`config.mk`:
```
export PLATFORM = sky130hd
export DESIGN_NAME = gradient_line_rasterizer_top
export DESIGN_NICKNAME = d
export VERILOG_FILES = /design/src/rtl/core/glr_pkg.sv /design/src/rtl/core/gradient_line_rasterizer_top.sv /design/src/rtl/core/glr_datapath.sv /design/src/rtl/core/glr_ctrl.sv
export VERILOG_INCLUDE_DIRS = /design/src /design/src/rtl/core
export SDC_FILE = /design/constraint.sdc
export NUM_CORES = 2
export LEC_CHECK = 0
export ABC_AREA = 1
export BUFFER_PORTS_ARGS = -buffer_cell sky130_fd_sc_hd__buf_4
export CORE_MARGIN = 1.5
export CORE_UTILIZATION = 25
export DETAILED_ROUTE_END_ITERATION = 10
export PLACE_DENSITY_LB_ADDON = 0.3
export SYNTH_ARGS = -nofsm -noshare
export SYNTH_HDL_FRONTEND = slang
export SYNTH_SLANG_ARGS = --single-unit
```
`constraint.sdc`:
```
create_clock -name aclk -period 18.1 [get_ports aclk]
set_input_delay 0.905 -clock aclk [delete_from_list [all_inputs] [get_ports aclk]]
set_output_delay 0.905 -clock aclk [all_outputs]
set_load 0.01 [all_outputs]
```
`src/rtl/core/gradient_line_rasterizer_top_defines.svh`:
```
// ----------------------------------------------------------------------------
// Gradient line rasterizer: assertion macros
// Shared property wrappers for the rasterizer's concurrent checks.
// ----------------------------------------------------------------------------
`ifndef GRADIENT_LINE_RASTERIZER_TOP_DEFINES_SVH
`define GRADIENT_LINE_RASTERIZER_TOP_DEFINES_SVH

// same-cycle implication, checked out of reset
`define GLR_ASSERT_IMP(lbl, clk, rst_n, ante, cons, msg) \
    lbl: assert property (@(posedge clk) disable iff (!(rst_n)) (ante) |-> (cons)) \
        else $error(msg);

// next-cycle implication, checked out of reset
`define GLR_ASSERT_NXT(lbl, clk, rst_n, ante, cons, msg) \
    lbl: assert property (@(posedge clk) disable iff (!(rst_n)) (ante) |=> (cons)) \
        else $error(msg);

`endif

```
`src/rtl/core/glr_pkg.sv`:
```
`timescale 1ns / 1ps
// ----------------------------------------------------------------------------
// glr_pkg
// Shared constants and controller/datapath interface types.
// ----------------------------------------------------------------------------
package glr_pkg;

    localparam int CH_W      = 8;   // color channel width
    localparam int NUM_CH    = 3;   // red, green, blue
    localparam int STEP_SH   = 4;   // one pixel is 16 Q12.4 units
    localparam int QW        = 33;  // ratio-squared quotient width
    localparam int RW        = 17;  // Q1.16 ratio width, up to 1.0
    localparam int QSW       = 5;   // per-step minor quotient, at most 16
    localparam int IT_W      = 6;   // divider step counter
    localparam int DIV_LAST  = QW - 1;
    localparam int PW        = CH_W + 1 + RW + 1; // blend product width

    localparam logic [RW-1:0] ONE_Q16 = 17'h10000;

    // datapath commands
    typedef struct packed {
        logic load;
        logic setup1;
        logic setup2;
        logic slope_step;
        logic walk_reset;
        logic walk_adv;
        logic square;
        logic sum;
        logic div_init;
        logic div_step;
        logic sqrt_init;
        logic sqrt_step;
        logic rec_fail;
        logic rec_clip;
        logic blend;
        logic out_load;
    } cmd_t;

    // datapath status
    typedef struct packed {
        logic l2_zero;
        logic slope_done;
        logic too_far;
        logic div_last;
        logic sqrt_last;
        logic r_over;
        logic k_max;
        logic k_last;
    } stat_t;

endpackage

```
`src/rtl/core/gradient_line_rasterizer_top.sv`:
```
`timescale 1ns / 1ps
// ----------------------------------------------------------------------------
// gradient_line_rasterizer_top
// Line rasterizer with start-to-end color blending along the segment.
// ----------------------------------------------------------------------------
// One segment word in gives one pixel word per major-axis step, the last one
// marked by m_tlast and every word of a run cut at MAX_PIXELS marked by m_tuser.
// A segment is handled alone: s_tready is high only while the block is idle.
// Setup finds the per-pixel minor slope, then two passes run over the pixels.
// Each step of a pass runs the 33-step restoring divider and the 17-step
// square root that turn the squared distance into the Q1.16 ratio; output
// stalls can hold the emitting pass.
module gradient_line_rasterizer_top #(
    parameter int MAX_PIXELS = 64,
    parameter int COORD_BITS = 16
) (
    input  logic                 aclk,
    input  logic                 aresetn,
    input  logic                 s_tvalid,
    output logic                 s_tready,
    // start_x, start_y, end_x, end_y, start_red, start_green, start_blue,
    // end_red, end_green, end_blue
    input  logic [((4*COORD_BITS+48+7)/8)*8-1:0] s_tdata,
    output logic                 m_tvalid,
    input  logic                 m_tready,
    // pixel_x, pixel_y, pixel_red, pixel_green, pixel_blue
    output logic [((2*COORD_BITS+24+7)/8)*8-1:0] m_tdata,
    output logic                 m_tlast,
    // clipped
    output logic                 m_tuser
);

    `include "gradient_line_rasterizer_top_defines.svh"

    localparam int CW    = COORD_BITS;
    localparam int OUT_W = ((2*COORD_BITS+24+7)/8)*8;
    localparam int CH_W  = glr_pkg::CH_W;
    localparam int CB    = 4 * CW;

    glr_pkg::cmd_t  cmd;
    glr_pkg::stat_t stat;

    logic signed [CW-1:0] pixel_x, pixel_y;
    logic [CH_W-1:0]      start_c [glr_pkg::NUM_CH];
    logic [CH_W-1:0]      end_c   [glr_pkg::NUM_CH];
    logic [CH_W-1:0]      pixel_c [glr_pkg::NUM_CH];

    // unpack the color fields
    always_comb begin
        for (int i = 0; i < glr_pkg::NUM_CH; i++) begin
            start_c[i] = s_tdata[CB + CH_W*i +: CH_W];
            end_c[i]   = s_tdata[CB + CH_W*(i+3) +: CH_W];
        end
    end

    glr_ctrl u_ctrl (
        .aclk      (aclk),
        .aresetn   (aresetn),
        .in_valid  (s_tvalid),
        .in_ready  (s_tready),
        .out_valid (m_tvalid),
        .out_ready (m_tready),
        .stat      (stat),
        .cmd       (cmd)
    );

    glr_datapath #(
        .MAX_PIXELS (MAX_PIXELS),
        .COORD_BITS (COORD_BITS)
    ) u_datapath (
        .aclk       (aclk),
        .cmd        (cmd),
        .stat       (stat),
        .start_x    ($signed(s_tdata[CW-1:0])),
        .start_y    ($signed(s_tdata[2*CW-1:CW])),
        .end_x      ($signed(s_tdata[3*CW-1:2*CW])),
        .end_y      ($signed(s_tdata[4*CW-1:3*CW])),
        .start_c    (start_c),
        .end_c      (end_c),
        .pixel_x    (pixel_x),
        .pixel_y    (pixel_y),
        .pixel_c    (pixel_c),
        .last_pixel (m_tlast),
        .clipped    (m_tuser)
    );

    // pack the pixel word, zero-filled to whole bytes
    assign m_tdata = OUT_W'({pixel_c[2], pixel_c[1], pixel_c[0], pixel_y, pixel_x});

    // one segment at a time: never ready while a pixel word is offered
    `GLR_ASSERT_IMP(a_ready_excl, aclk, aresetn, s_tready, !m_tvalid, "ready while emitting")
    // setup always takes cycles before the first pixel
    `GLR_ASSERT_NXT(a_no_early_out, aclk, aresetn, s_tvalid && s_tready, !m_tvalid, "early pixel")
    // the last pixel of a run returns the block to idle
    `GLR_ASSERT_NXT(a_last_idle, aclk, aresetn, m_tvalid && m_tready && m_tlast, s_tready, "no idle after last")

endmodule

```
`src/rtl/core/glr_datapath.sv`:
```
`timescale 1ns / 1ps
// ----------------------------------------------------------------------------
// glr_datapath
// Segment registers, minor-axis stepper, squared distance, restoring divider,
// bit-serial square root and color blend for the line rasterizer.
// ----------------------------------------------------------------------------
module glr_datapath #(
    parameter int MAX_PIXELS = 64,
    parameter int COORD_BITS = 16
) (
    input  logic                          aclk,
    input  glr_pkg::cmd_t                 cmd,
    output glr_pkg::stat_t                stat,
    input  logic signed [COORD_BITS-1:0]  start_x,
    input  logic signed [COORD_BITS-1:0]  start_y,
    input  logic signed [COORD_BITS-1:0]  end_x,
    input  logic signed [COORD_BITS-1:0]  end_y,
    input  logic [glr_pkg::CH_W-1:0]      start_c [glr_pkg::NUM_CH],
    input  logic [glr_pkg::CH_W-1:0]      end_c   [glr_pkg::NUM_CH],
    output logic signed [COORD_BITS-1:0]  pixel_x,
    output logic signed [COORD_BITS-1:0]  pixel_y,
    output logic [glr_pkg::CH_W-1:0]      pixel_c [glr_pkg::NUM_CH],
    output logic                          last_pixel,
    output logic                          clipped
);

    localparam int CW   = COORD_BITS;
    localparam int DW   = CW + 1;
    localparam int LW   = 2 * CW + 2;
    localparam int KW   = $clog2(MAX_PIXELS + 1);
    localparam int MAGW = KW + glr_pkg::STEP_SH;
    localparam int SW   = 2 * MAGW;
    localparam int D2W  = SW + 1;
    localparam int SLW  = DW + glr_pkg::STEP_SH;
    localparam int CMPW = LW + D2W + 1;
    localparam int AW   = CW + MAGW + 1;
    localparam int QW   = glr_pkg::QW;

    // segment registers
    logic signed [CW-1:0]      sx_reg, sy_reg, ex_reg, ey_reg;
    logic [glr_pkg::CH_W-1:0]  ca_reg [glr_pkg::NUM_CH];
    logic [glr_pkg::CH_W-1:0]  cb_reg [glr_pkg::NUM_CH];

    // axis setup
    logic                      xmajor_reg, maj_neg_reg, min_neg_reg;
    logic [DW-1:0]             amaj_reg, amin_reg;
    logic [LW-1:0]             l2_reg;
    logic [SLW-1:0]            srem_reg;
    logic [glr_pkg::QSW-1:0]   qs_reg;

    // walk
    logic [KW-1:0]             k_reg, n_reg;
    logic                      clip_reg;
    logic [MAGW-1:0]           moq_reg;
    logic [DW-1:0]             mrem_reg;
    logic [SW-1:0]             msq_reg, mosq_reg;
    logic [D2W-1:0]            d2_reg;

    // divider and root
    logic [LW-1:0]             rem_reg;
    logic                      nb_reg;
    logic [QW-1:0]             q_reg;
    logic [glr_pkg::IT_W-1:0]  it_reg;
    logic [QW-1:0]             sn_reg, res_reg, sbit_reg;

    // blend
    logic signed [glr_pkg::PW-1:0] prod_reg [glr_pkg::NUM_CH];

    // combinational helpers
    logic signed [DW-1:0]      dx, dy;
    logic [DW-1:0]             adx, ady;
    logic                      xmaj;
    logic [DW:0]               madd;
    logic [MAGW-1:0]           mmag;
    logic [LW:0]               dtrial;
    logic                      dge;
    logic [QW:0]               strial;
    logic signed [MAGW:0]      off_maj, off_min, ox, oy;
    logic signed [AW-1:0]      px_sum, py_sum;

    // deltas from the captured segment
    assign dx   = DW'(ex_reg) - DW'(sx_reg);
    assign dy   = DW'(ey_reg) - DW'(sy_reg);
    assign adx  = dx[DW-1] ? DW'(-dx) : DW'(dx);
    assign ady  = dy[DW-1] ? DW'(-dy) : DW'(dy);
    assign xmaj = adx > ady;

    assign madd   = (DW+1)'(mrem_reg) + (DW+1)'(srem_reg);
    assign mmag   = MAGW'({k_reg, {glr_pkg::STEP_SH{1'b0}}});
    assign dtrial = {rem_reg, nb_reg};
    assign dge    = dtrial >= {1'b0, l2_reg};
    assign strial = (QW+1)'(res_reg) + (QW+1)'(sbit_reg);

    // signed offsets from the start point
    assign off_maj = maj_neg_reg ? -$signed({1'b0, mmag}) : $signed({1'b0, mmag});
    assign off_min = min_neg_reg ? -$signed({1'b0, moq_reg}) : $signed({1'b0, moq_reg});
    assign ox      = xmajor_reg ? off_maj : off_min;
    assign oy      = xmajor_reg ? off_min : off_maj;
    assign px_sum  = AW'(sx_reg) + AW'(ox);
    assign py_sum  = AW'(sy_reg) + AW'(oy);

    // status
    assign stat.l2_zero    = l2_reg == '0;
    assign stat.slope_done = srem_reg < SLW'(amaj_reg);
    assign stat.too_far    = CMPW'(d2_reg) >= (CMPW'(l2_reg) << 1);
    assign stat.div_last   = it_reg == '0;
    assign stat.sqrt_last  = sbit_reg[0];
    assign stat.r_over     = res_reg > QW'(glr_pkg::ONE_Q16);
    assign stat.k_max      = k_reg == KW'(MAX_PIXELS);
    assign stat.k_last     = k_reg == (n_reg - KW'(1));

    // segment capture and axis setup
    always_ff @(posedge aclk) begin
        if (cmd.load) begin
            sx_reg   <= start_x;
            sy_reg   <= start_y;
            ex_reg   <= end_x;
            ey_reg   <= end_y;
            ca_reg   <= start_c;
            cb_reg   <= end_c;
            n_reg    <= KW'(1);
            clip_reg <= 1'b0;
        end
        if (cmd.setup1) begin
            xmajor_reg  <= xmaj;
            maj_neg_reg <= xmaj ? dx[DW-1] : dy[DW-1];
            min_neg_reg <= xmaj ? dy[DW-1] : dx[DW-1];
            amaj_reg    <= xmaj ? adx : ady;
            amin_reg    <= xmaj ? ady : adx;
        end
        if (cmd.setup2) begin
            l2_reg   <= LW'(amaj_reg * amaj_reg) + LW'(amin_reg * amin_reg);
            srem_reg <= {amin_reg, {glr_pkg::STEP_SH{1'b0}}};
            qs_reg   <= '0;
        end
        if (cmd.slope_step) begin
            srem_reg <= srem_reg - SLW'(amaj_reg);
            qs_reg   <= qs_reg + 1'b1;
        end
        if (cmd.rec_fail) begin
            n_reg <= k_reg;
        end
        if (cmd.rec_clip) begin
            n_reg    <= KW'(MAX_PIXELS);
            clip_reg <= 1'b1;
        end
    end

    // major-axis walk with running minor quotient and remainder, then squared distance
    always_ff @(posedge aclk) begin
        if (cmd.walk_reset) begin
            k_reg    <= '0;
            moq_reg  <= '0;
            mrem_reg <= '0;
        end else if (cmd.walk_adv) begin
            k_reg <= k_reg + 1'b1;
            if (madd >= (DW+1)'(amaj_reg)) begin
                mrem_reg <= DW'(madd - (DW+1)'(amaj_reg));
                moq_reg  <= moq_reg + MAGW'(qs_reg) + MAGW'(1);
            end else begin
                mrem_reg <= DW'(madd);
                moq_reg  <= moq_reg + MAGW'(qs_reg);
            end
        end
        if (cmd.square) begin
            msq_reg  <= mmag * mmag;
            mosq_reg <= moq_reg * moq_reg;
        end
        if (cmd.sum) begin
            d2_reg <= D2W'(msq_reg) + D2W'(mosq_reg);
        end
    end

    // restoring divider: q = floor(d2 * 2^32 / l2), known below 2^33
    always_ff @(posedge aclk) begin
        if (cmd.div_init) begin
            rem_reg <= LW'(d2_reg >> 1);
            nb_reg  <= d2_reg[0];
            q_reg   <= '0;
            it_reg  <= glr_pkg::IT_W'(glr_pkg::DIV_LAST);
        end else if (cmd.div_step) begin
            rem_reg <= dge ? LW'(dtrial - {1'b0, l2_reg}) : LW'(dtrial);
            nb_reg  <= 1'b0;
            q_reg   <= {q_reg[QW-2:0], dge};
            it_reg  <= it_reg - 1'b1;
        end
    end

    // bit-pair square root, two quotient bits consumed per step
    always_ff @(posedge aclk) begin
        if (cmd.walk_reset) begin
            res_reg <= '0;
        end else if (cmd.sqrt_init) begin
            sn_reg   <= q_reg;
            res_reg  <= '0;
            sbit_reg <= QW'(1) << (QW - 1);
        end else if (cmd.sqrt_step) begin
            if ({1'b0, sn_reg} >= strial) begin
                sn_reg  <= sn_reg - QW'(strial);
                res_reg <= (res_reg >> 1) + sbit_reg;
            end else begin
                res_reg <= res_reg >> 1;
            end
            sbit_reg <= sbit_reg >> 2;
        end
    end

    // color blend: c = a + floor((b - a) * r / 2^16)
    always_ff @(posedge aclk) begin
        if (cmd.blend) begin
            for (int i = 0; i < glr_pkg::NUM_CH; i++) begin
                prod_reg[i] <= glr_pkg::PW'(
                    ($signed({1'b0, cb_reg[i]}) - $signed({1'b0, ca_reg[i]}))
                    * $signed({1'b0, res_reg[glr_pkg::RW-1:0]}));
            end
        end
    end

    // output word
    always_ff @(posedge aclk) begin
        if (cmd.out_load) begin
            pixel_x    <= CW'(px_sum);
            pixel_y    <= CW'(py_sum);
            last_pixel <= stat.k_last;
            clipped    <= clip_reg;
            for (int i = 0; i < glr_pkg::NUM_CH; i++) begin
                pixel_c[i] <= ca_reg[i] + prod_reg[i][23:16];
            end
        end
    end

endmodule

```
`src/rtl/core/glr_ctrl.sv`:
```
`timescale 1ns / 1ps
// ----------------------------------------------------------------------------
// glr_ctrl
// Sequencer for the rasterizer: a counting pass that finds the run length and
// the clip flag, then an emitting pass that produces one word per pixel.
// ----------------------------------------------------------------------------
module glr_ctrl (
    input  logic           aclk,
    input  logic           aresetn,
    input  logic           in_valid,
    output logic           in_ready,
    output logic           out_valid,
    input  logic           out_ready,
    input  glr_pkg::stat_t stat,
    output glr_pkg::cmd_t  cmd
);

    typedef enum logic [15:0] {
        ST_IDLE   = 16'b0000_0000_0000_0001,
        ST_SETUP1 = 16'b0000_0000_0000_0010,
        ST_SETUP2 = 16'b0000_0000_0000_0100,
        ST_SLOPE  = 16'b0000_0000_0000_1000,
        ST_WALK0  = 16'b0000_0000_0001_0000,
        ST_ADV    = 16'b0000_0000_0010_0000,
        ST_SQ     = 16'b0000_0000_0100_0000,
        ST_SUM    = 16'b0000_0000_1000_0000,
        ST_CHK    = 16'b0000_0001_0000_0000,
        ST_DIV    = 16'b0000_0010_0000_0000,
        ST_SQI    = 16'b0000_0100_0000_0000,
        ST_SQRT   = 16'b0000_1000_0000_0000,
        ST_TEST   = 16'b0001_0000_0000_0000,
        ST_PASS2  = 16'b0010_0000_0000_0000,
        ST_BLEND  = 16'b0100_0000_0000_0000,
        ST_OUT    = 16'b1000_0000_0000_0000
    } state_t;

    state_t state_reg, state_next;
    logic   emit_reg, emit_next;
    logic   wait_reg, wait_next;

    assign in_ready  = state_reg == ST_IDLE;
    assign out_valid = wait_reg;

    // state and pass registers
    always_ff @(posedge aclk) begin
        if (!aresetn) begin
            state_reg <= ST_IDLE;
            emit_reg  <= 1'b0;
            wait_reg  <= 1'b0;
        end else begin
            state_reg <= state_next;
            emit_reg  <= emit_next;
            wait_reg  <= wait_next;
        end
    end

    // next state and commands
    always_comb begin
        state_next = state_reg;
        emit_next  = emit_reg;
        wait_next  = wait_reg;
        cmd        = '0;
        case (state_reg)
            ST_IDLE: begin
                if (in_valid) begin
                    cmd.load   = 1'b1;
                    state_next = ST_SETUP1;
                end
            end
            ST_SETUP1: begin
                cmd.setup1 = 1'b1;
                state_next = ST_SETUP2;
            end
            ST_SETUP2: begin
                cmd.setup2 = 1'b1;
                state_next = ST_SLOPE;
            end
            ST_SLOPE: begin
                if (stat.l2_zero) begin
                    state_next = ST_PASS2;
                end else if (stat.slope_done) begin
                    state_next = ST_WALK0;
                end else begin
                    cmd.slope_step = 1'b1;
                end
            end
            ST_WALK0: begin
                cmd.walk_reset = 1'b1;
                emit_next      = 1'b0;
                state_next     = ST_ADV;
            end
            ST_ADV: begin
                cmd.walk_adv = 1'b1;
                state_next   = ST_SQ;
            end
            ST_SQ: begin
                cmd.square = 1'b1;
                state_next = ST_SUM;
            end
            ST_SUM: begin
                cmd.sum    = 1'b1;
                state_next = ST_CHK;
            end
            ST_CHK: begin
                if (!emit_reg && stat.too_far) begin
                    cmd.rec_fail = 1'b1;
                    state_next   = ST_PASS2;
                end else begin
                    cmd.div_init = 1'b1;
                    state_next   = ST_DIV;
                end
            end
            ST_DIV: begin
                cmd.div_step = 1'b1;
                if (stat.div_last) begin
                    state_next = ST_SQI;
                end
            end
            ST_SQI: begin
                cmd.sqrt_init = 1'b1;
                state_next    = ST_SQRT;
            end
            ST_SQRT: begin
                cmd.sqrt_step = 1'b1;
                if (stat.sqrt_last) begin
                    state_next = emit_reg ? ST_BLEND : ST_TEST;
                end
            end
            ST_TEST: begin
                if (stat.r_over) begin
                    cmd.rec_fail = 1'b1;
                    state_next   = ST_PASS2;
                end else if (stat.k_max) begin
                    cmd.rec_clip = 1'b1;
                    state_next   = ST_PASS2;
                end else begin
                    state_next = ST_ADV;
                end
            end
            ST_PASS2: begin
                cmd.walk_reset = 1'b1;
                emit_next      = 1'b1;
                state_next     = ST_BLEND;
            end
            ST_BLEND: begin
                cmd.blend  = 1'b1;
                state_next = ST_OUT;
            end
            ST_OUT: begin
                // load the word once, then hold it until taken
                if (!wait_reg) begin
                    cmd.out_load = 1'b1;
                    wait_next    = 1'b1;
                end else if (out_ready) begin
                    wait_next  = 1'b0;
                    state_next = stat.k_last ? ST_IDLE : ST_ADV;
                end
            end
            default: begin
                state_next = ST_IDLE;
                wait_next  = 1'b0;
            end
        endcase
    end

endmodule

```
==> reports/metrics.csv <==
metric;value;unit
Final HPWL DP;175400;um
GPL Wtd Cong;0.9125;
CP endpoint;u_datapath.l2_reg[24]$_DFFE_PP_;
final layout net count;11172;
Top-Level Pins;176;
ys flop type;edfxtp_1;
DRC errors left;0;
Final ANT Viol Nets;0;
crit path time final;7656;ps
CORE AREA;297000;um2
share of the synthesized area in the top cell type;23.02;%
die area;301800;um2
Pins Over Slew Limit;0;
first-pass GRT wire length;344100;um
Critical Path Source;u_datapath.amaj_reg[2]$_DFFE_PP_;
Root Buffer;clkbuf_16;
Clock Skews;50.65;ps
Slew headroom;15.41;%
synth top area cells;fa_1 23%, edfxtp_1 17%, ha_1 13%, nand2_1 10%, inv_1 10%;
CTS Buffer Depth;3;
Avg Inst Size Synth;7.952;um2
Worst path depth;23;
largest net degree at the start of global routing;65;
number of buffers created by CTS;74;
total track usage;14.44;%
Least-Margin Pin Slew;1269;ps
H-Tree Depth;3;
r2r setup slk;10440;ps
path depth of the worst reg2reg path;23;
Final Hold Viols;0;
Cell Area, Synth;74630;um2
grt ovf;0;
die width;549.4;um
per-cell routed wire length;16.11;um
Max Cap Viol;0;
Async SR Flop Fraction;0;%
RSZ-0062 raised after global routing;false;
Post-CTS Setup Inserts;0;
Hold WC Path Type;primary input to flop;
Yosys cell types;65;
Detailed Route Iter0 Violations;3568;
WS Path Type;flop to flop;
setup TNS;0;ps
Crit path max-delay family;adder cells;
Worst-path clk slew;80;ps
largest area contributor in the netlist;fa_1;
Critical Path Start Type;flop;
Die Height;549.4;um
worst flop-to-flop path startpoint;u_datapath.amaj_reg[2]$_DFFE_PP_;
fmax;0.1306;GHz
crit path max fanout;18;
area grow syn2layout;10.85;%
First-pass DRT Iterations;5;
CP Cell Sequence;nand2_1 -> fa_1 -> inv_1 -> fa_1 -> inv_1 -> fa_1 -> inv_1 -> fa_1 -> fa_1 -> fa_1 -> fa_1 -> inv_1 -> fa_1 -> inv_1 -> ha_1 -> a21oi_1 -> a21boi_0 -> o21ai_0 -> a21oi_1 -> inv_1 -> a21boi_0 -> o21ai_0 -> xor2_1;
share of cells above drive strength 1;4.938;%
Largest stage delay, worst path;970;ps
initial antenna violation count;7;
post-route non-filler standard cell count;13437;
Worst Hold Depth;1;
Arr. time, crit path;8090;ps
final setup fails;0;
flops & latches, synth;565;
worst path required time;18530;ps
Syn Nets;11118;
Crit-path slowest cell;edfxtp_1;
DR vias/cell;4.414;
post-cts sizing count;0;
DRT Wirelength;216500;um
CTS Hold Bufs;0;
fill cell count;32304;
most used cell, CP;fa_1;
Final period util;42.30;%
CTS tree;yes;
CP Capture Type;flop;
FF-to-FF End;u_datapath.l2_reg[24]$_DFFE_PP_;
vias in the first global route;60605;
Seq/Total Area, Yosys;20.79;%
Clock Sinks;565;
Syn. warnings;0;
vias;59311;
Initial Util;25.13;%
Synth Instances;9385;
crit path buf inv count;6;
Core Rows;200;
status;complete, no violations;
number of port buffers;175;
worst skew pair latency;720;ps
WHS;370.6;ps
placed insts;13302;
EDFF count, synth;420;
per-stage QoR:
step | util (%) | worst slack (ps) | area (um2)
detailed placement | 27.03 | 10380 | 80290
global placement | 27.03 | 10370 | 80290
floorplan | - | 11000 | 74630
CTS | 27.85 | 10360 | 82720
finish | 27.85 | 10440 | 82730
global route | 27.85 | 9917 | 82730
metal layers:
layer	track usage [%]	share of wire [%]	vias up
met2	24.48	47	1037
li1	-	-	29353
met4	2.833	1.8	2
met5	0	0.0079	-
met1	19.87	47	28732
met3	1.442	3.8	187
area by class of cell:
class	instances	area (um2)	area share, %
Tap cell	3939	4928	5.958
Sequential cell	565	15510	18.75
Inverter	2081	7811	9.442
Clock buffer	94	2074	2.508
Antenna cell	1	2.502	0.003025
Multi-Input combinational cell	6478	50240	60.73
Timing Repair Buffer	239	1794	2.169
Clock inverter	40	359.1	0.4341
worst register-to-register path: stages (launching register included):
cell and delay, ps:
edfxtp_1 970, nand2_1 260, fa_1 540, inv_1 50, fa_1 560, inv_1 60
fa_1 470, inv_1 50, fa_1 510, fa_1 440, fa_1 520, fa_1 540
inv_1 50, fa_1 570, inv_1 60, ha_1 350, a21oi_1 240, a21boi_0 180
o21ai_0 100, a21oi_1 190, inv_1 60, a21boi_0 310, o21ai_0 160, xor2_1 160
cell families (layout without fill, tap and decap cells):
kind of cell	Yosys count	in the layout	share of synthesized area [%]
XOR/XNOR	389	389	4.634
buffers and inverters	2342	2454	11.94
flip-flops	565	565	20.79
adder cells (fa/ha/maj)	1617	1617	35.74
AND/OR/NAND/NOR	3426	3426	19.11
other	0	1	0
AO/OA/AOI/OAI	1046	1046	7.787
synthesized netlist by cell type, drive strengths merged, types with 35 or more instances:
cell type,n
dfxtp,145
nand3,394
a21oi,481
nor2,623
xor2,276
edfxtp,420
fa,858
clkbuf,185
nand4,112
a21o,35
inv,2073
nand2,2102
buf,76
o21ai,351
o211ai,40
ha,759
xnor2,112
nor3,94
cells in the final DEF, fill, tap and decap left out, types with 9 or more instances in the layout:
cell type     n
o31ai_1      13
clkinv_2      9
nor3_1       92
o21ai_1      21
a21oi_1     477
edfxtp_1    420
a21o_1       35
ha_1        759
nand2_2      22
o21a_1       22
a31oi_1      19
clkbuf_16    80
nor2_1      606
a21boi_0     15
nor2_2       11
xor2_1      271
clkbuf_1     12
inv_2        16
or2_2        22
nand4_1     112
nand3b_1     29
clkinv_1     16
nand2_1    2078
inv_1      2056
a211oi_1      9
o21ai_0     325
nor4_1       25
o21bai_1     32
buf_4       239
o211ai_1     40
dfxtp_1     145
fa_1        858
xnor2_1     112
nand3_1     385
how the worst min path moves through the flow:
stage,startpoint,to,slack (ps)
detailed placement,u_datapath.mosq_reg[7]$_DFFE_PP_,u_datapath.d2_reg[7]$_DFFE_PP_,400
CTS,s_tdata[68],u_datapath.ca_reg[20]$_DFFE_PP_,300
global route,s_tdata[95],u_datapath.cb_reg[23]$_DFFE_PP_,340
finish,s_tdata[105],u_datapath.cb_reg[1]$_DFFE_PP_,370
global placement,u_datapath.mosq_reg[2]$_DFFE_PP_,u_datapath.d2_reg[2]$_DFFE_PP_,400
floorplan,u_datapath.mosq_reg[0]$_DFFE_PP_,u_datapath.d2_reg[0]$_DFFE_PP_,400
Power is not shown: default switching activity piles up to over one toggle a cycle in this logic, so the estimate is an artifact.
